File: src/bbcd_pkg.sv
`default_nettype none
package bbcd_pkg;

  localparam int VALUE_WIDTH = 32;
  localparam int DIGIT_WIDTH = 4;
  // decimal digits needed for the positive range, log10(2) ~ 0.30103
  localparam int BCD_DIGITS  = (VALUE_WIDTH * 30103) / 100000 + 1;
  localparam int BCD_WIDTH   = BCD_DIGITS * DIGIT_WIDTH;
  localparam int BIT_CNT_W   = $clog2(VALUE_WIDTH);
  localparam int DIG_CNT_W   = $clog2(BCD_DIGITS + 1);

  localparam int QUEUE_DEPTH = 2;
  localparam int QPTR_W      = (QUEUE_DEPTH > 1) ? $clog2(QUEUE_DEPTH) : 1;
  localparam int QCNT_W      = $clog2(QUEUE_DEPTH + 1);

  typedef logic [VALUE_WIDTH-1:0] value_t;

  typedef struct packed {
    logic full;
    logic empty;
  } q_status_t;

endpackage
`default_nettype wire

File: src/bbcd_fifo.sv
`default_nettype none
module bbcd_fifo (
  input  wire                  clk,
  input  wire                  rst,
  input  wire                  push,
  input  bbcd_pkg::value_t     push_value,
  input  wire                  pop,
  output bbcd_pkg::value_t     pop_value,
  output bbcd_pkg::q_status_t  q_status
);

  bbcd_pkg::value_t                  mem [bbcd_pkg::QUEUE_DEPTH];
  logic [bbcd_pkg::QPTR_W-1:0]       wr_ptr;
  logic [bbcd_pkg::QPTR_W-1:0]       rd_ptr;
  logic [bbcd_pkg::QCNT_W-1:0]       count;

  assign q_status.full  = (count == bbcd_pkg::QCNT_W'(bbcd_pkg::QUEUE_DEPTH));
  assign q_status.empty = (count == '0);
  assign pop_value      = mem[rd_ptr];

  always_ff @(posedge clk) begin
    if (push) begin
      mem[wr_ptr] <= push_value;
    end
  end

  always_ff @(posedge clk) begin
    if (rst) begin
      wr_ptr <= '0;
      rd_ptr <= '0;
      count  <= '0;
    end else begin
      if (push) begin
        wr_ptr <= (wr_ptr == bbcd_pkg::QPTR_W'(bbcd_pkg::QUEUE_DEPTH - 1)) ? '0 : wr_ptr + 1'b1;
      end
      if (pop) begin
        rd_ptr <= (rd_ptr == bbcd_pkg::QPTR_W'(bbcd_pkg::QUEUE_DEPTH - 1)) ? '0 : rd_ptr + 1'b1;
      end
      case ({push, pop})
        2'b10:   count <= count + 1'b1;
        2'b01:   count <= count - 1'b1;
        default: count <= count;
      endcase
    end
  end

  assert property (@(posedge clk) disable iff (rst) !(push && q_status.full))
    else $error("push into full queue");
  assert property (@(posedge clk) disable iff (rst) !(pop && q_status.empty))
    else $error("pop from empty queue");

endmodule
`default_nettype wire

File: src/bbcd_front.sv
`default_nettype none
module bbcd_front (
  input  wire                  clk,
  input  wire                  rst,
  input  wire                  in_valid,
  output logic                 in_stall,
  input  bbcd_pkg::value_t     value,
  input  bbcd_pkg::q_status_t  q_status,
  output logic                 push,
  output bbcd_pkg::value_t     push_value
);

  logic             pend_valid;
  bbcd_pkg::value_t pend_value;
  logic             accept;
  logic             positive;

  // zero and negative values produce no digits and are dropped here
  assign positive   = (value != '0) && !value[bbcd_pkg::VALUE_WIDTH-1];
  assign push       = pend_valid && !q_status.full;
  assign in_stall   = pend_valid && q_status.full;
  assign accept     = in_valid && !in_stall;
  assign push_value = pend_value;

  always_ff @(posedge clk) begin
    if (accept) begin
      pend_value <= value;
    end
  end

  always_ff @(posedge clk) begin
    if (rst) begin
      pend_valid <= 1'b0;
    end else if (accept) begin
      pend_valid <= positive;
    end else if (push) begin
      pend_valid <= 1'b0;
    end
  end

  assert property (@(posedge clk) disable iff (rst)
                   pend_valid |-> (pend_value != '0) && !pend_value[bbcd_pkg::VALUE_WIDTH-1])
    else $error("non-positive value held for conversion");

endmodule
`default_nettype wire

File: src/bbcd_back.sv
`default_nettype none
module bbcd_back (
  input  wire                               clk,
  input  wire                               rst,
  input  bbcd_pkg::q_status_t               q_status,
  output logic                              pop,
  input  bbcd_pkg::value_t                  pop_value,
  output logic                              out_valid,
  input  wire                               out_stall,
  output logic [bbcd_pkg::DIGIT_WIDTH-1:0]  bcd_digit,
  output logic                              last_digit
);

  typedef enum logic [1:0] {
    ST_IDLE,
    ST_CONVERT,
    ST_EMIT
  } state_t;

  state_t                              state;
  bbcd_pkg::value_t                    shift;
  logic [bbcd_pkg::BCD_WIDTH-1:0]      bcd;
  logic [bbcd_pkg::BCD_WIDTH-1:0]      bcd_adj;
  logic [bbcd_pkg::BIT_CNT_W-1:0]      bit_cnt;
  logic [bbcd_pkg::DIG_CNT_W-1:0]      rem;
  logic                                started;
  logic [bbcd_pkg::DIGIT_WIDTH-1:0]    top;
  logic                                out_free;
  logic                                emit;

  assign pop      = (state == ST_IDLE) && !q_status.empty;
  assign top      = bcd[bbcd_pkg::BCD_WIDTH-1 -: bbcd_pkg::DIGIT_WIDTH];
  assign out_free = !out_valid || !out_stall;
  assign emit     = (state == ST_EMIT) && (started || top != '0) && out_free;

  // add-3 correction on every digit before the next shift
  always_comb begin
    for (int i = 0; i < bbcd_pkg::BCD_DIGITS; i++) begin
      if (bcd[i*bbcd_pkg::DIGIT_WIDTH +: bbcd_pkg::DIGIT_WIDTH] >= bbcd_pkg::DIGIT_WIDTH'(5)) begin
        bcd_adj[i*bbcd_pkg::DIGIT_WIDTH +: bbcd_pkg::DIGIT_WIDTH] =
          bcd[i*bbcd_pkg::DIGIT_WIDTH +: bbcd_pkg::DIGIT_WIDTH] + bbcd_pkg::DIGIT_WIDTH'(3);
      end else begin
        bcd_adj[i*bbcd_pkg::DIGIT_WIDTH +: bbcd_pkg::DIGIT_WIDTH] =
          bcd[i*bbcd_pkg::DIGIT_WIDTH +: bbcd_pkg::DIGIT_WIDTH];
      end
    end
  end

  always_ff @(posedge clk) begin
    if (rst) begin
      state     <= ST_IDLE;
      out_valid <= 1'b0;
    end else begin
      if (emit) begin
        out_valid <= 1'b1;
      end else if (out_valid && !out_stall) begin
        out_valid <= 1'b0;
      end
      case (state)
        ST_IDLE: begin
          if (pop) begin
            shift   <= pop_value;
            bcd     <= '0;
            bit_cnt <= '0;
            state   <= ST_CONVERT;
          end
        end
        ST_CONVERT: begin
          bcd     <= {bcd_adj[bbcd_pkg::BCD_WIDTH-2:0], shift[bbcd_pkg::VALUE_WIDTH-1]};
          shift   <= {shift[bbcd_pkg::VALUE_WIDTH-2:0], 1'b0};
          bit_cnt <= bit_cnt + 1'b1;
          if (bit_cnt == bbcd_pkg::BIT_CNT_W'(bbcd_pkg::VALUE_WIDTH - 1)) begin
            rem     <= bbcd_pkg::DIG_CNT_W'(bbcd_pkg::BCD_DIGITS);
            started <= 1'b0;
            state   <= ST_EMIT;
          end
        end
        ST_EMIT: begin
          if (!started && top == '0) begin
            // leading zero, skip without a transfer
            bcd <= {bcd[bbcd_pkg::BCD_WIDTH-bbcd_pkg::DIGIT_WIDTH-1:0],
                    bbcd_pkg::DIGIT_WIDTH'(0)};
            rem <= rem - 1'b1;
          end else if (out_free) begin
            bcd_digit  <= top;
            last_digit <= (rem == bbcd_pkg::DIG_CNT_W'(1));
            bcd <= {bcd[bbcd_pkg::BCD_WIDTH-bbcd_pkg::DIGIT_WIDTH-1:0],
                    bbcd_pkg::DIGIT_WIDTH'(0)};
            rem        <= rem - 1'b1;
            started    <= 1'b1;
            if (rem == bbcd_pkg::DIG_CNT_W'(1)) begin
              state <= ST_IDLE;
            end
          end
        end
        default: begin
          state <= ST_IDLE;
        end
      endcase
    end
  end

  assert property (@(posedge clk) disable iff (rst)
                   out_valid |-> bcd_digit <= bbcd_pkg::DIGIT_WIDTH'(9))
    else $error("digit out of decimal range");
  assert property (@(posedge clk) disable iff (rst)
                   (state == ST_EMIT) && !started |-> bcd != '0)
    else $error("positive value converted to all zero digits");

endmodule
`default_nettype wire

File: src/binary_to_bcd_digit_stream_unit.sv
// Binary to BCD digit stream.
// Input channel: value (signed, bbcd_pkg::VALUE_WIDTH bits) with in_valid/in_stall.
// Output channel: bcd_digit and last_digit with out_valid/out_stall, one
// transfer per decimal digit, most significant first, leading zeros dropped,
// last_digit set on the least significant digit.
// Zero and negative values are accepted and produce no output at all; they
// are dropped by the front stage at one per cycle while in_stall is low.
// A positive value passes a front register and a two-entry queue into the
// converter, which loads it, shifts in each input bit (32) with add-3
// correction, and walks each digit slot (10) to skip leading zeros or
// send digits. The converter takes the next value from the queue only
// after it has sent the last digit of the current one.
// While the converter works, up to three further items are taken (front
// register and queue), then in_stall rises.
// When out_stall is high with out_valid set, the output digit holds and the
// converter waits; the input side keeps filling the queue independently.
// Reset (rst, synchronous) empties the queue and drops any item in flight.
`default_nettype none
module binary_to_bcd_digit_stream_unit (
  input  wire                               clk,
  input  wire                               rst,
  input  wire                               in_valid,
  output logic                              in_stall,
  input  wire [bbcd_pkg::VALUE_WIDTH-1:0]   value,
  output logic                              out_valid,
  input  wire                               out_stall,
  output logic [bbcd_pkg::DIGIT_WIDTH-1:0]  bcd_digit,
  output logic                              last_digit
);

  bbcd_pkg::q_status_t q_status;
  logic                push;
  logic                pop;
  bbcd_pkg::value_t    push_value;
  bbcd_pkg::value_t    pop_value;

  bbcd_front u_front (
    .clk        (clk),
    .rst        (rst),
    .in_valid   (in_valid),
    .in_stall   (in_stall),
    .value      (value),
    .q_status   (q_status),
    .push       (push),
    .push_value (push_value)
  );

  bbcd_fifo u_fifo (
    .clk        (clk),
    .rst        (rst),
    .push       (push),
    .push_value (push_value),
    .pop        (pop),
    .pop_value  (pop_value),
    .q_status   (q_status)
  );

  bbcd_back u_back (
    .clk        (clk),
    .rst        (rst),
    .q_status   (q_status),
    .pop        (pop),
    .pop_value  (pop_value),
    .out_valid  (out_valid),
    .out_stall  (out_stall),
    .bcd_digit  (bcd_digit),
    .last_digit (last_digit)
  );

endmodule
`default_nettype wire

File: config.mk
export PLATFORM = sky130hd
export DESIGN_NAME = binary_to_bcd_digit_stream_unit
export DESIGN_NICKNAME = d
export VERILOG_FILES = /design/src/bbcd_pkg.sv /design/src/bbcd_fifo.sv /design/src/bbcd_front.sv /design/src/bbcd_back.sv /design/src/binary_to_bcd_digit_stream_unit.sv
export SDC_FILE = /design/constraint.sdc
export NUM_CORES = 1
export LEC_CHECK = 0
export BUFFER_PORTS_ARGS = -buffer_cell sky130_fd_sc_hd__buf_2
export CORE_MARGIN = 3
export CORE_UTILIZATION = 55
export DETAILED_ROUTE_END_ITERATION = 12
export GPL_ROUTABILITY_DRIVEN = 0
export PLACE_DENSITY = 0.73
export RECOVER_POWER = 50
export SETUP_SLACK_MARGIN = 0.05
export SLEW_MARGIN = 20
export SYNTH_ARGS = -nofsm -noshare
export SYNTH_HDL_FRONTEND = slang
export SYNTH_SLANG_ARGS = --single-unit
File: constraint.sdc
create_clock -name clk -period 6.11 [get_ports clk]
set_input_delay 0.611 -clock clk [delete_from_list [all_inputs] [get_ports clk]]
set_output_delay 0.611 -clock clk [all_outputs]
set_load 0.1 [all_outputs]
# ---- Word level (Yosys, flattened, before mapping)
# Memory sizes are Yosys's and may differ from the RTL's. A register that Yosys moved wholly into a read port is not among the register bits.
# Index checks and enable logic that the tools add are counted.
dict set report word_totals {
  ff_bits 127
  elab_cells 134
  input_bits 36
  mem_bits_rw 64
  out_inout_bits 7
  memories 1
}
dict set report op_classes {
  n_addsub 16
  bitwise_logic 2
  eq_ne 13
  n_lt_le_gt_ge 10
  reduce_logical 35
  muxes 43
}
# name depth width read_ports rd_clocked_by_memory_dff write_ports line
set memory_table {}
lappend memory_table {u_fifo.mem 2 32 1 1 1 bbcd_fifo.sv:12} ;# bbcd_pkg::value_t mem [bbcd_pkg::QUEUE_DEPTH];
# cell n
set ops {}
lappend ops {{two-way mux 40 bit} 3}
lappend ops {{one-hot mux 40 bit (3 select lines)} 1}
lappend ops {{one-hot mux 32 bit (2 select lines)} 1}
lappend ops {{two-way mux 4 bit} 12}
lappend ops {{>= comparator 4 x 3 -> 1 bit (second input constant)} 10}
lappend ops {{adder 4 x 2 -> 4 bit (second input constant)} 9}
lappend ops {{two-way mux 32 bit} 1}
lappend ops {{nonzero test 32 bit} 1}
lappend ops {{two-way mux 1 bit} 13}
lappend ops {{AND reduction 4 bit} 3}
lappend ops {{two-way mux 2 bit} 5}
lappend ops {{one-hot mux 5 bit (2 select lines)} 1}
lappend ops {{AND reduction 5 bit} 2}
lappend ops {{nonzero test 2 bit} 5}
lappend ops {{logical AND 1 bit} 9}
lappend ops {{one-hot mux 4 bit (2 select lines)} 1}
lappend ops {{logical NOT 1 bit} 7}
lappend ops {{== test 2 bit (second input constant)} 3}
lappend ops {{!= test 2 bit (second input constant)} 3}
lappend ops {{one-hot mux 2 bit (3 select lines)} 1}
lappend ops {{adder 5 x 1 -> 5 bit (second input constant)} 1}
lappend ops {{== test 5 bit (second input constant)} 1}
lappend ops {{two-way mux 5 bit} 1}
lappend ops {{== test 2 x 1 -> 1 bit (second input constant)} 2}
lappend ops {{18 further kinds} 23}

# ---- Depth between registers and ports, before layout
# Gate-level depths: netlist of the first run.
dict set report depth {
  ltp_word 5
  ltp_mapped 7
  mapped_depth_nobuf 7
}

# ---- Hierarchy
# From an unflattened synthesis of the first run, not the netlist that was laid out.
dict set report unflattened {
  cells_unflattened 564
  area_unflattened_um2 8424.3
}
# mod n_inst seq_area_each_um2 area_per_inst_um2 cells_each
set modules_own_cells {}
lappend modules_own_cells {bbcd_back 1 2672.6 4805.9 391}
lappend modules_own_cells {bbcd_fifo 1 2021.9 2513.7 122}
lappend modules_own_cells {bbcd_front 1 980.9 1104.8 51}

# ---- Least setup slack after synthesis of the first run
# OpenSTA, ideal clock, no wires.
dict set report synth_path {
  path_type {register -> register}
  startpoint {register u_back.state[1]}
  endpoint {register u_back.bit_cnt[0] in the netlist's numbering (enable)}
  setup_ns 0.487
  setup_slack_ns 1.815
  synth_period_minus_slack_ns 4.295
  t_required_ns 5.623
  stages_incl_launch_ff 7
  path_buffers 2
  arrival_ns 3.807
  cell_sequence {dfxtp_1 -> inv_1 -> ha_1 -> buf_2 -> clkbuf_1 -> nor2_1 -> a211oi_1}
}
dict set report synth_via {
  elab_chain_len 4
  word_cells_on_any_way 6
  cone_classes {eq/ne: 2; reduce/logical: 4}
}
# item line
set synth_lines {}
lappend synth_lines {{from (decl)} bbcd_back.sv:20} ;# state_t state;
lappend synth_lines {{from (signal assigned)} bbcd_back.sv:51} ;# state <= ST_IDLE;
lappend synth_lines {{from (signal assigned)} bbcd_back.sv:65} ;# state <= ST_CONVERT;
lappend synth_lines {{from (signal assigned)} bbcd_back.sv:75} ;# state <= ST_EMIT;
lappend synth_lines {{logical NOT 2 bit} {bbcd_back.sv:31, bbcd_back.sv:59}}
lappend synth_lines {{logical AND 1 bit} bbcd_back.sv:31} ;# assign pop = (state == ST_IDLE) && !q_status.empty;
lappend synth_lines {{!= test 2 bit (no line)} n/a}
lappend synth_lines {{AND reduction 3 bit (no line) *} n/a}
lappend synth_lines {{to (signal assigned)} bbcd_back.sv:71} ;# bit_cnt <= bit_cnt + 1'b1;
lappend synth_lines {{to (decl)} bbcd_back.sv:24} ;# logic [bbcd_pkg::BIT_CNT_W-1:0] bit_cnt;
# Mark *: on every way between the ends. The rest lies on a longest branch, timed or not.
# A chain may end at the register's enable or synchronous reset.

# ---- Worst setup path in the final report of the first run
dict set report layout_path {
  startpoint {register u_back.bcd[36] in the netlist's numbering}
  endpoint {register u_back.bcd[18] in the netlist's numbering (enable)}
}
dict set report layout_via {
  elab_chain_len 4
}
# item line
set layout_lines {}
lappend layout_lines {{from (decl)} bbcd_back.sv:22} ;# logic [bbcd_pkg::BCD_WIDTH-1:0] bcd;
lappend layout_lines {{from (signal assigned)} bbcd_back.sv:69} ;# bcd <= {bcd_adj[bbcd_pkg::BCD_WIDTH-2:0], shift[bbcd_pkg::VALUE_WIDTH-1]};
lappend layout_lines {{from (signal assigned)} bbcd_back.sv:81} ;# bcd <= {bcd[bbcd_pkg::BCD_WIDTH-bbcd_pkg::DIGIT_WIDTH-1:0],
lappend layout_lines {{from (signal assigned)} bbcd_back.sv:87} ;# bcd <= {bcd[bbcd_pkg::BCD_WIDTH-bbcd_pkg::DIGIT_WIDTH-1:0],
lappend layout_lines {{logical NOT 4 bit} bbcd_back.sv:79} ;# if (!started && top == '0) begin
lappend layout_lines {{logical AND 1 bit} bbcd_back.sv:79}
lappend layout_lines {{!= test 3 x 2 -> 1 bit (no line)} n/a}
lappend layout_lines {{AND reduction 4 bit (no line)} n/a}
# No other way between the ends.

==> results of run 1 <==
## registers in the layout, summed over array words and instances (netlist names), named ones only
register / flops
u_fifo.wr_ptr: 1
u_back.bcd_digit: 4
u_back.rem: 4
u_back.state: 2
u_back.bcd: 40
u_back.started: 1
u_front.push_value: 32
u_back.last_digit: 1
u_back.out_valid: 1
u_fifo.rd_ptr: 1
u_fifo.count: 2
u_back.shift: 32
u_back.bit_cnt: 5
u_front.pend_valid: 1
u_fifo.mem: 64
## worst paths after layout
kind	startpoint	endpoint	slack, ps	cells after the start
max	u_back.bcd[36]	u_back.bcd[18]	3520	7
min	value[4]	u_front.push_value[4]	360	1
max reg2reg	u_back.bcd[36]	u_back.bcd[18]	3520	7
min reg2reg	u_front.push_value[23]	u_fifo.mem[1][23]	450	0
## metal layers
layer  vias up  part of all wire [%]  global-route usage, %  routed length, um
li1       2280                     -                      -                  -
met1      2234                    44                   22.1               5890
met2        95                    51                   29.3               6780
met3        13                   3.8                   4.94                506
met4         0                   1.1                   5.56                151
met5         -                     0                      0                  0
## area by class of cell
class | count | area [um2] | area share [%]
clock buffers | 17 | 425 | 4.60
clock inverters | 15 | 193 | 2.08
inverters | 27 | 101 | 1.10
multi-input cells | 353 | 2420 | 26.1
flip-flops and latches | 192 | 5680 | 61.3
well taps | 184 | 230 | 2.49
repair buffers | 47 | 209 | 2.26
## logic make-up after synthesis
group	after synthesis	synth area share, %
AOI/OAI and AO/OA	112	7.85
xor gates and xnor gates	24	2.55
adders and majority gates	30	4.55
buffers and inverters	48	2.26
DFF	192	68.8
muxes	44	5.40
and+or+nand+nor	143	8.63
## Yosys cell counts, types with 3 or more instances
cell / count / area share [%]
o31ai_1: 5 / 0.45
o21ai_0: 66 / 4.0
a21o_1: 3 / 0.27
mux2_2: 4 / 0.55
xor2_1: 8 / 0.85
edfxtp_1: 183 / 67
ha_1: 30 / 4.5
and3_1: 3 / 0.23
and2_1: 5 / 0.38
nand2b_1: 15 / 1.1
nor4_1: 8 / 0.61
nand2_1: 66 / 3.0
nor3b_1: 12 / 1.1
buf_2: 5 / 0.30
a21oi_1: 24 / 1.5
mux2i_1: 40 / 4.9
buf_1: 3 / 0.14
a22o_1: 6 / 0.64
dfxtp_1: 9 / 2.2
nor2_1: 17 / 0.77
a211oi_1: 3 / 0.27
xnor2_1: 16 / 1.7
inv_1: 27 / 1.2
clkbuf_1: 13 / 0.59
nor2b_1: 3 / 0.23
## through the flow
stage	total power, mW	util (%)	worst slack, ps
after floorplan	2.57	-	1820
after global placement	2.73	59.4	3190
after detailed placement	2.79	59.4	3090
after CTS	3.92	63.6	3060
after global routing	4.11	63.4	3340
final	3.89	63.4	3520
## power by group
| part | switching, mW | internal, mW | leakage, nW |
|---|---|---|---|
| logic | 0.495 | 0.325 | 1.05 |
| registers | 0.168 | 1.77 | 1.79 |
| clock network | 0.539 | 0.594 | 0.295 |
| total | 1.20 | 2.69 | 3.13 |
==> flow_summary.ini, run 1 <==
[timing]
hold_violations = 0
worst_pin_slew_ps = 1860
setup_viol = 0
grt_setup_unrepaired = false
final.min_clock_period_ps = 2590
tns_ps = 0
maxSlewHeadroom_pct = -24.2
fin_skew_ps = 9.95
fmax_ghz = 0.386
slew_violations = 99
whs_ps = 362
fin_crit_sh_pct = 42.4

[placed_design]
port_buffers = 42
placedCellCount = 803
dpl_cell_area_um2 = 8670
post-dp-hpwl_um = 8690

[power]
irDropWorstVdd_uv = 288
cellLeakagePower_nw = 3.13
powerDensity_nw_per_um2 = 421

[critical_path]
critPathTopFamily = simple AND/OR/NAND/NOR gates
endpoint_kind = flip-flop
required_ps = 6180
slowest_stage = buf_4
critPathArrivalTime_ps = 2660
crit_chain = inv_1, ha_1, or4b_4, nand2_1, nor2_2, a2111oi_4, buf_4
cp_num_buf_inv = 2
critPathMaxFanout = 40
startpoint_type = flip-flop
critPathKind = reg2reg
cpPeakStageDelay_ps = 490

[route]
ant_nets = 0
dr.pass1.iters = 4
wire_per_inst_um = 16.0
drt_iter0_drc = 368
wl_um = 13300
viasPerCell = 5.54
drc = 0
vias = 4622

[final_layout]
mostFrequentLayoutCells = edfxtp_1, nand2_1, o21ai_0
drive_gt1_share_pct = 9.83
final_common_cell = edfxtp_1
final_nets = 704
finalNonFillerCells = 835
n_fill_cell = 1049
antenna_cells = 0
syn_to_final_growth_pct = 12.1
final_area_um2 = 9250

[floorplan]
die_area_um2 = 16500
die_h_um = 128
rows = 44
start_util_pct = 56.6
ios = 43
die_x_um = 128
core_um2 = 14600

[synth]
syn_inst = 593
netlist_area_um2 = 8250
synth_sequential_area_ratio_pct = 68.8
synth_fp_nets = 659
synth_top_flop_cell = edfxtp_1
synth_edf_count = 183
syn_avg_cell_area_um2 = 13.9
ys_async_sr_fraction_pct = 0
yosysWarnings = 0
synth_seq_cells = 192
ys_types = 40

[job]
drv_cap = 3

[global_routing]
grt_pass1_wl_um = 22500
overflow = 0
grt_usage_pct = 17.4
antenna_found_initial = 0
grt_pass1_vias = 4730
grt_max_degree = 73

[run_status]
run_status = complete, but fails checks
violations = capacitance limit, slew limit

[clocking]
clkLatencyLatePin_ps = 430
clockRootBuffer = clkbuf_16
cts_tree = built
cts_max_level = 4
clk_pin_slew_ps = 80
cts.sinks = 192
postCtsSetupBuffers = 0
cts_buffers = 17
post_cts_resized = 0
clock_path_buffers = 2
ctsHoldBuffers = 0

[worst_hold_path]
hold_class = in2reg
(Power assumes the default switching activity.)
==> run 2, diff against run 1 <==
Clock period 6.11 ns to 2.5 ns, I/O delays scaled along.
==> run 2 against run 1 <==
Effect of this change: the flow now finishes without violations; clock-buffer cell count increased by 4; clock power increased by 130%; worst setup slack got worse by 3400 ps; register-to-register slack lost 3400 ps; cell count grew 3.2%; largest cell class unchanged; largest power group unchanged.
==> flow_summary.ini, run 2 (same netlist as run 1, synthesis figures left out) <==
[global_routing]
grt_pass1_vias = 4710
overflow = 0
grt_usage_pct = 17.7
use_met2_pct = 30.2
grt_pass1_wl_um = 22700
top_usage_layer = met2
grtUsageMet3_pct = 4.11
grtUsageMet1_pct = 22.1
antenna_found_initial = 0
grt_max_degree = 66

[final_layout]
largest_registers = u_fifo.mem (64), u_back.bcd (40)
syn_to_final_growth_pct = 14.5
final_area_um2 = 9450
largest_reg_flops = 64
mostFrequentLayoutCells = edfxtp_1, nand2_1, o21ai_0
final_nets = 731
n_fill_cell = 1051
drive_gt1_share_pct = 8.70
antenna_cells = 0
final_common_cell = edfxtp_1
finalNonFillerCells = 862
regMostFlops = u_fifo.mem

[placed_design]
placedCellCount = 808
port_buffers = 42
post-dp-hpwl_um = 8630
dpl_cell_area_um2 = 8720

[power]
cellLeakagePower_nw = 3.21
pwr-share-comb_pct = 22.2
p_int_mw = 6.60
p_seq_share_pct = 50.3
p_clk_share_pct = 27.5
swShare_pct = 29.7
irDropWorstVdd_uv = 663
powerDensity_nw_per_um2 = 992
netSwitchingPower_mw = 2.78

[timing]
grt_setup_unrepaired = false
setup_viol = 0
tns_ps = 0
hold_violations = 0
fin_crit_sh_pct = 93.5
fmax_ghz = 0.428
slew_violations = 0
whs_ps = 14.1
maxSlewHeadroom_pct = 22.6
final.min_clock_period_ps = 2340
worst_pin_slew_ps = 1170
fin_skew_ps = 5.84

[floorplan]
ios = 43
rows = 44
die_area_um2 = 16500
die_x_um = 128
core_um2 = 14600
start_util_pct = 56.6
die_h_um = 128

[route]
vias = 4712
wire_per_inst_um = 16.2
viasPerCell = 5.47
ant_nets = 0
dr.pass1.iters = 4
drt_iter0_drc = 283
drc = 0
wl_um = 13900

[critical_path]
endpoint_kind = flip-flop
startpoint = u_back.bcd[36]
required_ps = 2620
critPathKind = reg2reg
critPathArrivalTime_ps = 2460
startpoint_type = flip-flop
r2r_slack_ps = 160
critPathMaxFanout = 40
reg2reg_to = u_back.bcd[23]
reg2reg_depth = 7
reg2reg_from = u_back.bcd[36]
endpoint = u_back.bcd[23]

[clocking]
cts_max_level = 4
cts.sinks = 192
clk_pin_slew_ps = 70
clock_path_buffers = 2
clockRootBuffer = clkbuf_16
cts_buffers = 17
postCtsSetupBuffers = 0
clkLatencyLatePin_ps = 430
cts_tree = built

[run_status]
run_status = finished clean

[job]
drv_cap = 0

[worst_hold_path]
hold_class = in2reg
==> run 2: cell types whose count changed in the layout (fill, tap and decap cells not counted), moves of 5 or more <==
cell	before	now
clkbuf_1	27	37
inv_8	5	0
buf_2	17	7
dlygate4sd3_1	0	22
==> run 2: how the worst min path moves through the flow <==
stage | from | end | slack, ps | cells after the start
6_report | value[7] | u_front.push_value[7] | 10 | 1
3_5_place_dp | u_front.push_value[13] | u_fifo.mem[1][13] | 430 | 0
2_1_floorplan | value[0] | u_front.push_value[0] | 350 | 0
4_1_cts | value[10] | u_front.push_value[10] | 0.02 | 1
3_3_place_gp | u_front.push_value[12] | u_fifo.mem[1][12] | 420 | 0
5_1_grt | value[7] | u_front.push_value[7] | 0.2 | 1
==> run 2: layout make-up <==
type / count / area [um2] / share of cell area, %
flip-flops and latches: 192 / 5680 / 60.1
multi-input cells: 353 / 2410 / 25.5
repair buffers: 74 / 467 / 4.94
clock buffers: 21 / 460 / 4.87
well taps: 184 / 230 / 2.44
clock inverters: 11 / 105 / 1.11
inverters: 27 / 101 / 1.07
==> run 2: per-layer routing <==
metal | share of wire, % | wire length (um) | up-vias
li1 | - | - | 2324
met1 | 42 | 5900 | 2272
met2 | 52 | 7220 | 94
met3 | 3.8 | 526 | 22
met4 | 2.1 | 297 | 0
met5 | 0 | 0 | -
==> run 2: stage by stage <==
step / utilization [%] / setup WS [ps] / total power, mW
2_1_floorplan: - / -626 / 6.29
6_report: 64.8 / 162 / 9.38
4_1_cts: 64.9 / 220 / 9.45
3_5_place_dp: 59.8 / 231 / 6.85
3_3_place_gp: 59.8 / 292 / 6.73
5_1_grt: 64.8 / 77.5 / 9.90
==> run 2: worst max-delay path, stage by stage (launching register included) <==
cell	delay [ps]
edfxtp_1	440
inv_2	110
ha_1	150
or4b_1	530
nand2_4	110
nor2_2	60
a2111oi_4	330
buf_12	270
==> run 2: timing repair <==
| item | 4_1_cts | 5_1_grt |
|---|---|---|
| resized for setup | 0 | 0 |
| hold endpoints to repair | 18 | 4 |
| hold buffers | 18 | 4 |
==> run 2: power groups by stage <==
stage	Combinational [mW]	Sequential, mW	Clock [mW]
final	2.08	4.71	2.58
after global routing	2.35	4.79	2.76
after CTS	2.12	4.71	2.62
after detailed placement	2.08	4.77	0
after global placement	1.99	4.74	0
after floorplan	1.59	4.70	0
